--- config.mk ---
export PLATFORM = sky130hd
export DESIGN_NAME = pure_pursuit_steering
export DESIGN_NICKNAME = d
export VERILOG_FILES = /design/src/rtl/ppt_pkg.sv /design/src/rtl/pure_pursuit_steering.sv /design/src/rtl/ppt_front.sv /design/src/rtl/ppt_queue.sv /design/src/rtl/ppt_back.sv
export SDC_FILE = /design/constraint.sdc
export NUM_CORES = 2
export LEC_CHECK = 0
export ABC_AREA = 1
export BUFFER_PORTS_ARGS = -buffer_cell sky130_fd_sc_hd__buf_4
export CORE_MARGIN = 2
export CORE_UTILIZATION = 50
export DETAILED_ROUTE_END_ITERATION = 16
export GPL_ROUTABILITY_DRIVEN = 0
export PLACE_DENSITY_LB_ADDON = 0.12
export REMOVE_ABC_BUFFERS = 1
export SLEW_MARGIN = 5
export SYNTH_ARGS = -nofsm -noshare
export SYNTH_HDL_FRONTEND = slang
export SYNTH_SLANG_ARGS = --single-unit
--- constraint.sdc ---
create_clock -name clk -period 8.6 [get_ports clk]
set_input_delay 0 -clock clk [delete_from_list [all_inputs] [get_ports clk]]
set_output_delay 0 -clock clk [all_outputs]
set_load 0.02 [all_outputs]
--- src/rtl/ppt_pkg.sv ---
`default_nettype none
package ppt_pkg;

	// fraction bits of the coordinate format
	localparam int FRAC_BITS = 10;

	localparam int COORD_W = 16;
	localparam int SQ_W    = 2 * COORD_W - 1;
	localparam int DIST_W  = 2 * COORD_W;
	localparam int CFG_W   = 15;
	localparam int CFG2_W  = 2 * CFG_W;
	localparam int NUM_W   = DIST_W + FRAC_BITS;

	localparam int QUEUE_DEPTH = 2;
	localparam int QPTR_W      = (QUEUE_DEPTH > 1) ? $clog2(QUEUE_DEPTH) : 1;
	localparam int QCNT_W      = $clog2(QUEUE_DEPTH + 1);

	localparam logic [CFG_W-1:0]   LOOKAHEAD_RST = 15'd512;
	localparam logic [COORD_W-1:0] CRUISE_RST    = 16'd307;
	localparam logic [CFG_W-1:0]   GOAL_TOL_RST  = 15'd102;

	localparam logic [1:0] REG_LOOKAHEAD = 2'd0;
	localparam logic [1:0] REG_CRUISE    = 2'd1;
	localparam logic [1:0] REG_GOAL_TOL  = 2'd2;

	localparam logic [1:0] STAT_TRACK = 2'd0;
	localparam logic [1:0] STAT_EMPTY = 2'd1;
	localparam logic [1:0] STAT_GOAL  = 2'd2;

	typedef enum logic [1:0] {
		JOB_TRACK,
		JOB_EMPTY,
		JOB_GOAL
	} job_kind_t;

	typedef struct packed {
		job_kind_t                  kind;
		logic signed [COORD_W-1:0]  x;
		logic signed [COORD_W-1:0]  y;
	} job_t;

	typedef enum logic [2:0] {
		ST_IDLE,
		ST_MUL,
		ST_PREP,
		ST_DIV,
		ST_DONE
	} back_state_t;

	typedef struct packed {
		logic pop;
		logic mul_en;
		logic prep_en;
		logic div_en;
		logic out_load;
	} back_ctrl_t;

endpackage
`default_nettype wire

--- src/rtl/pure_pursuit_steering.sv ---
`default_nettype none
// Pure pursuit steering. Path points stream in at one per cycle unless stalled; each is squared and
// checked against the lookahead and goal radii in the cycle after it is taken, and the first point at
// or beyond the lookahead is kept as the carrot. A last point or an empty-path point hands one job
// to a two-entry queue, and the command unit behind it gives one command per path. Stop commands
// go from idle straight to done in that unit; a tracking command passes through the multiply and
// prepare states and, unless the target is at the origin, the bit-serial divider for 2*v*y/(x*x+y*y).
// The point stream only stalls when a path ends while the queue already holds two jobs. The
// configuration port is always ready; write it only with the block idle.
module pure_pursuit_steering (
	input  wire                                  clk,
	input  wire                                  arst_n,
	input  wire                                  in_valid,
	output logic                                 in_ready,
	input  wire  signed [ppt_pkg::COORD_W-1:0]   point_x,
	input  wire  signed [ppt_pkg::COORD_W-1:0]   point_y,
	input  wire                                  last_point,
	input  wire                                  empty_path,
	output logic                                 out_valid,
	input  wire                                  out_ready,
	output logic signed [ppt_pkg::COORD_W-1:0]   linear_cmd,
	output logic signed [ppt_pkg::COORD_W-1:0]   angular_cmd,
	output logic        [1:0]                    status,
	input  wire                                  cfg_valid,
	output logic                                 cfg_ready,
	input  wire         [1:0]                    cfg_index,
	input  wire         [ppt_pkg::COORD_W-1:0]   cfg_data
);
	import ppt_pkg::*;

	logic [CFG_W-1:0]          lookahead_q, goal_tol_q;
	logic signed [COORD_W-1:0] cruise_q;

	logic push, pop, q_full, head_valid;
	job_t push_job, head_job;

	assign cfg_ready = 1'b1;

	always_ff @(posedge clk or negedge arst_n) begin
		if (!arst_n) begin
			lookahead_q <= LOOKAHEAD_RST;
			cruise_q    <= CRUISE_RST;
			goal_tol_q  <= GOAL_TOL_RST;
		end else if (cfg_valid && cfg_ready) begin
			case (cfg_index)
				REG_LOOKAHEAD: lookahead_q <= cfg_data[CFG_W-1:0];
				REG_CRUISE:    cruise_q    <= cfg_data;
				REG_GOAL_TOL:  goal_tol_q  <= cfg_data[CFG_W-1:0];
				default:       ;
			endcase
		end
	end

	ppt_front u_front (
		.clk        (clk),
		.arst_n     (arst_n),
		.in_valid   (in_valid),
		.in_ready   (in_ready),
		.point_x    (point_x),
		.point_y    (point_y),
		.last_point (last_point),
		.empty_path (empty_path),
		.lookahead  (lookahead_q),
		.goal_tol   (goal_tol_q),
		.q_full     (q_full),
		.push       (push),
		.push_job   (push_job)
	);

	ppt_queue u_queue (
		.clk        (clk),
		.arst_n     (arst_n),
		.push       (push),
		.push_job   (push_job),
		.pop        (pop),
		.full       (q_full),
		.head_valid (head_valid),
		.head_job   (head_job)
	);

	ppt_back u_back (
		.clk         (clk),
		.arst_n      (arst_n),
		.head_valid  (head_valid),
		.head_job    (head_job),
		.pop         (pop),
		.cruise      (cruise_q),
		.out_valid   (out_valid),
		.out_ready   (out_ready),
		.linear_cmd  (linear_cmd),
		.angular_cmd (angular_cmd),
		.status      (status)
	);

endmodule
`default_nettype wire

--- src/rtl/ppt_front.sv ---
`default_nettype none
module ppt_front (
	input  wire                                  clk,
	input  wire                                  arst_n,
	input  wire                                  in_valid,
	output logic                                 in_ready,
	input  wire  signed [ppt_pkg::COORD_W-1:0]   point_x,
	input  wire  signed [ppt_pkg::COORD_W-1:0]   point_y,
	input  wire                                  last_point,
	input  wire                                  empty_path,
	input  wire         [ppt_pkg::CFG_W-1:0]     lookahead,
	input  wire         [ppt_pkg::CFG_W-1:0]     goal_tol,
	input  wire                                  q_full,
	output logic                                 push,
	output ppt_pkg::job_t                        push_job
);
	import ppt_pkg::*;

	logic                       valid_s1_q;
	logic signed [COORD_W-1:0]  x_s1, y_s1;
	logic                       last_s1, empty_s1;
	logic [SQ_W-1:0]            sqx_s1, sqy_s1;
	logic [CFG2_W-1:0]          la2_s1, tol2_s1;

	logic                       found_q;
	logic signed [COORD_W-1:0]  tgt_x_q, tgt_y_q;

	logic signed [DIST_W-1:0]   sqx_c, sqy_c;
	logic [DIST_W-1:0]          d2;
	logic                       need_push, adv, hit;

	assign sqx_c = DIST_W'(point_x) * DIST_W'(point_x);
	assign sqy_c = DIST_W'(point_y) * DIST_W'(point_y);

	assign d2        = DIST_W'(sqx_s1) + DIST_W'(sqy_s1);
	assign hit       = !found_q && (d2 >= DIST_W'(la2_s1));
	assign need_push = empty_s1 || last_s1;
	assign adv       = valid_s1_q && !(need_push && q_full);
	assign in_ready  = !valid_s1_q || adv;
	assign push      = adv && need_push;

	always_comb begin
		push_job.x = found_q ? tgt_x_q : x_s1;
		push_job.y = found_q ? tgt_y_q : y_s1;
		if (empty_s1) begin
			push_job.kind = JOB_EMPTY;
		end else if (!found_q && !hit && (d2 < DIST_W'(tol2_s1))) begin
			push_job.kind = JOB_GOAL;
		end else begin
			push_job.kind = JOB_TRACK;
		end
	end

	always_ff @(posedge clk or negedge arst_n) begin
		if (!arst_n) begin
			valid_s1_q <= 1'b0;
		end else if (in_ready) begin
			valid_s1_q <= in_valid;
		end
	end

	always_ff @(posedge clk) begin
		if (in_valid && in_ready) begin
			x_s1     <= point_x;
			y_s1     <= point_y;
			last_s1  <= last_point;
			empty_s1 <= empty_path;
			sqx_s1   <= SQ_W'(sqx_c);
			sqy_s1   <= SQ_W'(sqy_c);
			la2_s1   <= CFG2_W'(lookahead) * CFG2_W'(lookahead);
			tol2_s1  <= CFG2_W'(goal_tol) * CFG2_W'(goal_tol);
		end
	end

	// latch the carrot point; drop it at the end of each path
	always_ff @(posedge clk or negedge arst_n) begin
		if (!arst_n) begin
			found_q <= 1'b0;
			tgt_x_q <= '0;
			tgt_y_q <= '0;
		end else if (adv) begin
			if (need_push) begin
				found_q <= 1'b0;
				tgt_x_q <= '0;
				tgt_y_q <= '0;
			end else if (hit) begin
				found_q <= 1'b1;
				tgt_x_q <= x_s1;
				tgt_y_q <= y_s1;
			end
		end
	end

endmodule
`default_nettype wire

--- src/rtl/ppt_queue.sv ---
`default_nettype none
module ppt_queue (
	input  wire            clk,
	input  wire            arst_n,
	input  wire            push,
	input  ppt_pkg::job_t  push_job,
	input  wire            pop,
	output logic           full,
	output logic           head_valid,
	output ppt_pkg::job_t  head_job
);
	import ppt_pkg::*;

	job_t              mem_q [QUEUE_DEPTH];
	logic [QPTR_W-1:0] wr_ptr_q, rd_ptr_q;
	logic [QCNT_W-1:0] count_q;

	assign full       = (count_q == QCNT_W'(QUEUE_DEPTH));
	assign head_valid = (count_q != '0);
	assign head_job   = mem_q[rd_ptr_q];

	function automatic logic [QPTR_W-1:0] bump(input logic [QPTR_W-1:0] p);
		bump = (p == QPTR_W'(QUEUE_DEPTH - 1)) ? '0 : p + QPTR_W'(1);
	endfunction

	always_ff @(posedge clk) begin
		if (push) begin
			mem_q[wr_ptr_q] <= push_job;
		end
	end

	always_ff @(posedge clk or negedge arst_n) begin
		if (!arst_n) begin
			wr_ptr_q <= '0;
			rd_ptr_q <= '0;
			count_q  <= '0;
		end else begin
			if (push) begin
				wr_ptr_q <= bump(wr_ptr_q);
			end
			if (pop) begin
				rd_ptr_q <= bump(rd_ptr_q);
			end
			if (push && !pop) begin
				count_q <= count_q + QCNT_W'(1);
			end else if (pop && !push) begin
				count_q <= count_q - QCNT_W'(1);
			end
		end
	end

endmodule
`default_nettype wire

--- src/rtl/ppt_back.sv ---
`default_nettype none
module ppt_back (
	input  wire                                  clk,
	input  wire                                  arst_n,
	input  wire                                  head_valid,
	input  ppt_pkg::job_t                        head_job,
	output logic                                 pop,
	input  wire  signed [ppt_pkg::COORD_W-1:0]   cruise,
	output logic                                 out_valid,
	input  wire                                  out_ready,
	output logic signed [ppt_pkg::COORD_W-1:0]   linear_cmd,
	output logic signed [ppt_pkg::COORD_W-1:0]   angular_cmd,
	output logic        [1:0]                    status
);
	import ppt_pkg::*;

	localparam int CNT_W = $clog2(NUM_W);

	back_state_t               state_q, state_d;
	back_ctrl_t                ctrl;

	job_t                      job_q;
	logic signed [COORD_W-1:0] v_q;
	logic [SQ_W-1:0]           sqx_q, sqy_q;
	logic signed [DIST_W-1:0]  prod_q;
	logic [DIST_W-1:0]         den_q;
	logic [NUM_W-1:0]          num_q;
	logic [DIST_W:0]           rem_q;
	logic [CNT_W-1:0]          cnt_q;
	logic                      neg_q;

	logic                      out_valid_q;
	logic signed [COORD_W-1:0] linear_q, angular_q;
	logic [1:0]                status_q;

	logic signed [DIST_W-1:0]  sqx_c, sqy_c, prod_c;
	logic [DIST_W-1:0]         den_c;
	logic signed [DIST_W:0]    twice_c;
	logic [DIST_W:0]           abs_c;
	logic [DIST_W:0]           trial, rem_next;
	logic                      ge;
	logic                      slot_free;
	logic signed [COORD_W-1:0] ang_sat, lin_res, ang_res;
	logic [1:0]                stat_res;

	assign sqx_c  = DIST_W'(job_q.x) * DIST_W'(job_q.x);
	assign sqy_c  = DIST_W'(job_q.y) * DIST_W'(job_q.y);
	assign prod_c = DIST_W'(v_q) * DIST_W'(job_q.y);

	assign den_c   = DIST_W'(sqx_q) + DIST_W'(sqy_q);
	assign twice_c = (DIST_W+1)'(prod_q) <<< 1;
	assign abs_c   = twice_c[DIST_W] ? (DIST_W+1)'(-twice_c) : (DIST_W+1)'(twice_c);

	// one restoring step per cycle: shift in the next numerator bit, trial subtract
	assign trial    = {rem_q[DIST_W-1:0], num_q[NUM_W-1]};
	assign ge       = (trial >= {1'b0, den_q});
	assign rem_next = ge ? trial - {1'b0, den_q} : trial;

	assign slot_free = !out_valid_q || out_ready;

	always_comb begin
		if (neg_q) begin
			ang_sat = (num_q > NUM_W'(32768)) ? -16'sd32768
				: COORD_W'(~num_q[COORD_W-1:0] + COORD_W'(1));
		end else begin
			ang_sat = (num_q > NUM_W'(32767)) ? 16'sd32767 : COORD_W'(num_q[COORD_W-1:0]);
		end
	end

	always_comb begin
		case (job_q.kind)
			JOB_TRACK: begin
				lin_res  = v_q;
				ang_res  = ang_sat;
				stat_res = STAT_TRACK;
			end
			JOB_EMPTY: begin
				lin_res  = '0;
				ang_res  = '0;
				stat_res = STAT_EMPTY;
			end
			JOB_GOAL: begin
				lin_res  = '0;
				ang_res  = '0;
				stat_res = STAT_GOAL;
			end
			default: begin
				lin_res  = '0;
				ang_res  = '0;
				stat_res = STAT_GOAL;
			end
		endcase
	end

	always_comb begin
		state_d = state_q;
		case (state_q)
			ST_IDLE: begin
				if (head_valid) begin
					state_d = (head_job.kind == JOB_TRACK) ? ST_MUL : ST_DONE;
				end
			end
			ST_MUL:  state_d = ST_PREP;
			ST_PREP: state_d = (den_c == '0) ? ST_DONE : ST_DIV;
			ST_DIV: begin
				if (cnt_q == '0) begin
					state_d = ST_DONE;
				end
			end
			ST_DONE: begin
				if (slot_free) begin
					state_d = ST_IDLE;
				end
			end
			default: state_d = ST_IDLE;
		endcase
	end

	always_comb begin
		ctrl = '0;
		case (state_q)
			ST_IDLE:  ctrl.pop      = head_valid;
			ST_MUL:   ctrl.mul_en   = 1'b1;
			ST_PREP:  ctrl.prep_en  = 1'b1;
			ST_DIV:   ctrl.div_en   = 1'b1;
			ST_DONE:  ctrl.out_load = slot_free;
			default:  ctrl = '0;
		endcase
	end

	assign pop = ctrl.pop;

	always_ff @(posedge clk or negedge arst_n) begin
		if (!arst_n) begin
			state_q <= ST_IDLE;
		end else begin
			state_q <= state_d;
		end
	end

	always_ff @(posedge clk) begin
		if (ctrl.pop) begin
			job_q <= head_job;
			v_q   <= cruise;
		end
		if (ctrl.mul_en) begin
			sqx_q  <= SQ_W'(sqx_c);
			sqy_q  <= SQ_W'(sqy_c);
			prod_q <= prod_c;
		end
		if (ctrl.prep_en) begin
			den_q <= den_c;
			neg_q <= twice_c[DIST_W];
			rem_q <= '0;
			cnt_q <= CNT_W'(NUM_W - 1);
			// a target at the origin leaves a zero quotient
			num_q <= (den_c == '0) ? '0 : NUM_W'(abs_c[DIST_W-1:0]) << FRAC_BITS;
		end
		if (ctrl.div_en) begin
			rem_q <= rem_next;
			num_q <= {num_q[NUM_W-2:0], ge};
			cnt_q <= cnt_q - CNT_W'(1);
		end
		if (ctrl.out_load) begin
			linear_q  <= lin_res;
			angular_q <= ang_res;
			status_q  <= stat_res;
		end
	end

	always_ff @(posedge clk or negedge arst_n) begin
		if (!arst_n) begin
			out_valid_q <= 1'b0;
		end else if (ctrl.out_load) begin
			out_valid_q <= 1'b1;
		end else if (out_ready) begin
			out_valid_q <= 1'b0;
		end
	end

	assign out_valid   = out_valid_q;
	assign linear_cmd  = linear_q;
	assign angular_cmd = angular_q;
	assign status      = status_q;

endmodule
`default_nettype wire

==> out/results.tsv <==
metric	value	unit
status	finished clean	
Crit Path Category	flop to flop	
met1 Track Usage GR	0.305	
Cell Area, Synth	87000	um2
# fillers	16000	
most frequent cells in the layout	inv_1, nand2_1, fa_1	
cell repeated most along the worst path	fa_1	
grt ovf	0	
Distinct cells, synth	61	
actual slew at the worst max-slew pin	1.09	ns
yosys warns	0	
die area	177000	um2
max cap viols	0	
post-CTS setup buffer count	0	
Final Hold Fails	0	
Clk Latency, worst-skew pair	0.69	ns
GRT met2 Usage	0.411	
Relative slew margins	0.272	
drt initial violations	3028	
WP data arrival	7.03	ns
Synth async-reset ratio	0.148	
pin count of the biggest net entering global routing	77	
Die X-Extent	421	um
Syn Area/Cell	8.80	um2
Finish-stage setup viols	0	
Row Count	153	
GRT busiest layer	met2	
CP Launch Type	flop	
Synth-to-Final Area Change	6.70	%
first-pass GRT wire length	337000	um
# resized after CTS	0	
Core Util, Final	0.536	
drt pass-1 iters	6	
die height	421	um
unrepaired setup endpoints after global routing	no	
EDFF count, synth	507	
via count	61300	
Residual DRC	0	
area of the core	173000	um2
layout cells sized above 1	0.0360	
setup TNS	0	ns
worst path cell trace	buf_4, nand2_1, fa_1, fa_1, fa_1, inv_1, fa_1, fa_1, inv_1, fa_1, inv_1, ha_1, a21oi_1, inv_1, a21oi_1, o21ai_1, a21oi_1, o21ai_1, xor2_1	
clk sinks	595	
crit end category	flop	
Tot GR Track Use	0.233	
minimum clock period	6.60	ns
Clock Tree Root	clkbuf_16	
worst stage delay on the critical path	0.96	ns
clock buffer depth	3	
CTS buffer count	72	
initial antenna violation count	4	
post-DR wirelength/cell	16.2	um
H-Tree Depth	3	
slowest CP cell	edfxtp_1	
required time of the critical path	9.03	ns
number of synthesized register bits	595	
CTS Hold Buffers Added	55	
worst min-delay path class	primary input to flop	
IO Pins	94	
f_max	152	MHz
sequential area share after synthesis	0.200	
Clock Skews	0.0548	ns
vias in the first global route	66300	
worst hold slack	0.0833	ns
Initial Utilization	0.502	
Diodes inserted	0	
most common cell after layout, fill and taps aside	inv_1	
ys flop type	edfxtp_1	
TritonCTS clock tree	built	
fin nets	12100	
met3 usage	0.0226	
design area	92900	um2
Final Max Slew Viols	0	
CP max FO	20	
Worst-path clk slew	0.06	ns
placed cell area	89800	um2
Vias/cell	5.02	
crit share post-route	0.767	
hpwl dp	161000	um
post-route ant nets	0	
port bufs	92	
Post-Route WL	198000	um
Syn Inst Count	9890	
flip-flops by register name (all words and copies together) (netlist names), 29 cells and up:
signal           flops
u_front.sqx_s1      30
u_back.den_q        32
u_back.rem_q        32
u_front.la2_s1      29
u_back.sqx_q        30
u_back.job_q        34
u_back.sqy_q        30
u_back.num_q        42
u_front.tol2_s1     29
u_back.prod_q       32
u_front.sqy_s1      30
u_queue.mem_q       68
synth_stat cells (all sizes together) (9+ instances only):
cell type | instances | area share
or2 | 24 | 0.0017
o21a | 19 | 0.0016
ha | 757 | 0.11
xor2 | 225 | 0.023
a21o | 36 | 0.0031
o21bai | 30 | 0.0026
a21oi | 396 | 0.023
a31oi | 39 | 0.0028
nand4 | 80 | 0.0057
nor2 | 391 | 0.017
nand3b | 24 | 0.0021
a31o | 9 | 0.00091
xnor2 | 152 | 0.015
dfstp | 10 | 0.0030
nor3 | 52 | 0.0031
clkbuf | 301 | 0.013
nand2 | 1943 | 0.084
fa | 1459 | 0.34
nand3 | 190 | 0.012
o21ai | 260 | 0.015
buf | 15 | 0.0013
edfxtp | 507 | 0.17
inv | 2814 | 0.12
nor4 | 14 | 0.0011
dfrtp | 78 | 0.022
area by class of cell:
type,count,area (um2),area share
Multi-Input combinational cell,6161,57800,0.623
Sequential cell,595,17400,0.188
Inverter,2818,10600,0.114
Tap cell,2325,2910,0.0313
Clock buffer,83,1900,0.0205
Timing Repair Buffer,188,1560,0.0168
Clock inverter,50,646,0.00695
per-stage QoR:
| step | worst slack (ns) | instances |
|---|---|---|
| 2_1_floorplan | 0.774 | 9574 |
| 3_3_place_gp | 2.11 | 12000 |
| 3_5_place_dp | 2.04 | 12000 |
| 4_1_cts | 2.01 | 12200 |
| 5_1_grt | 1.60 | 12200 |
| 6_report | 2.00 | 12200 |
per-layer routing:
| layer | part of all wire | wire (um) |
|---|---|---|
| met5 | 0 | 0 |
| met4 | 0.030 | 6010 |
| met3 | 0.034 | 6760 |
| met2 | 0.50 | 99700 |
| met1 | 0.43 | 85900 |
cells by family (layout without fill, tap and decap cells):
logic type | after synthesis | in the layout | share of synthesized area
compound gates | 839 | 839 | 0.0536
xor+xnor | 377 | 377 | 0.0380
fa+ha+maj | 2216 | 2216 | 0.444
buf+inv | 3134 | 3139 | 0.136
flops | 595 | 595 | 0.200
mux | 1 | 1 | 0.000129
other cells | 1 | 1 | 0.0000431
simple gates | 2727 | 2727 | 0.128
worst max-delay path, delay by kind of cell (launching register included):
family / cells / cell delay [ns]
buffers and inverters: 5 / 0.58
flip-flops: 1 / 0.96
AO/OA/AOI/OAI: 5 / 1.18
AND/OR/NAND/NOR: 1 / 0.13
XOR/XNOR: 1 / 0.16
adder cells (fa/ha/maj): 7 / 3.34
final timing paths:
| check | end | slack [ns] | cells after the start | startpoint |
|---|---|---|---|---|
| setup / recovery | u_back.sqy_q[23] | 2.00 | 19 | u_back.job_q[9] |
| hold / removal | u_front.last_s1 | 0.08 | 2 | last_point |
| setup reg to reg | u_back.sqy_q[23] | 2.00 | 19 | u_back.job_q[9] |
| hold reg to reg | u_back.v_q[10] | 0.45 | 0 | cruise_q[10] |
| max in group asynchronous | u_back.state_q[1] | 7.22 | 4 | arst_n |
| min in group asynchronous | goal_tol_q[14] | 0.41 | 4 | arst_n |
Power is not shown: default switching activity piles up to over one toggle a cycle in this logic, so the estimate is an artifact.
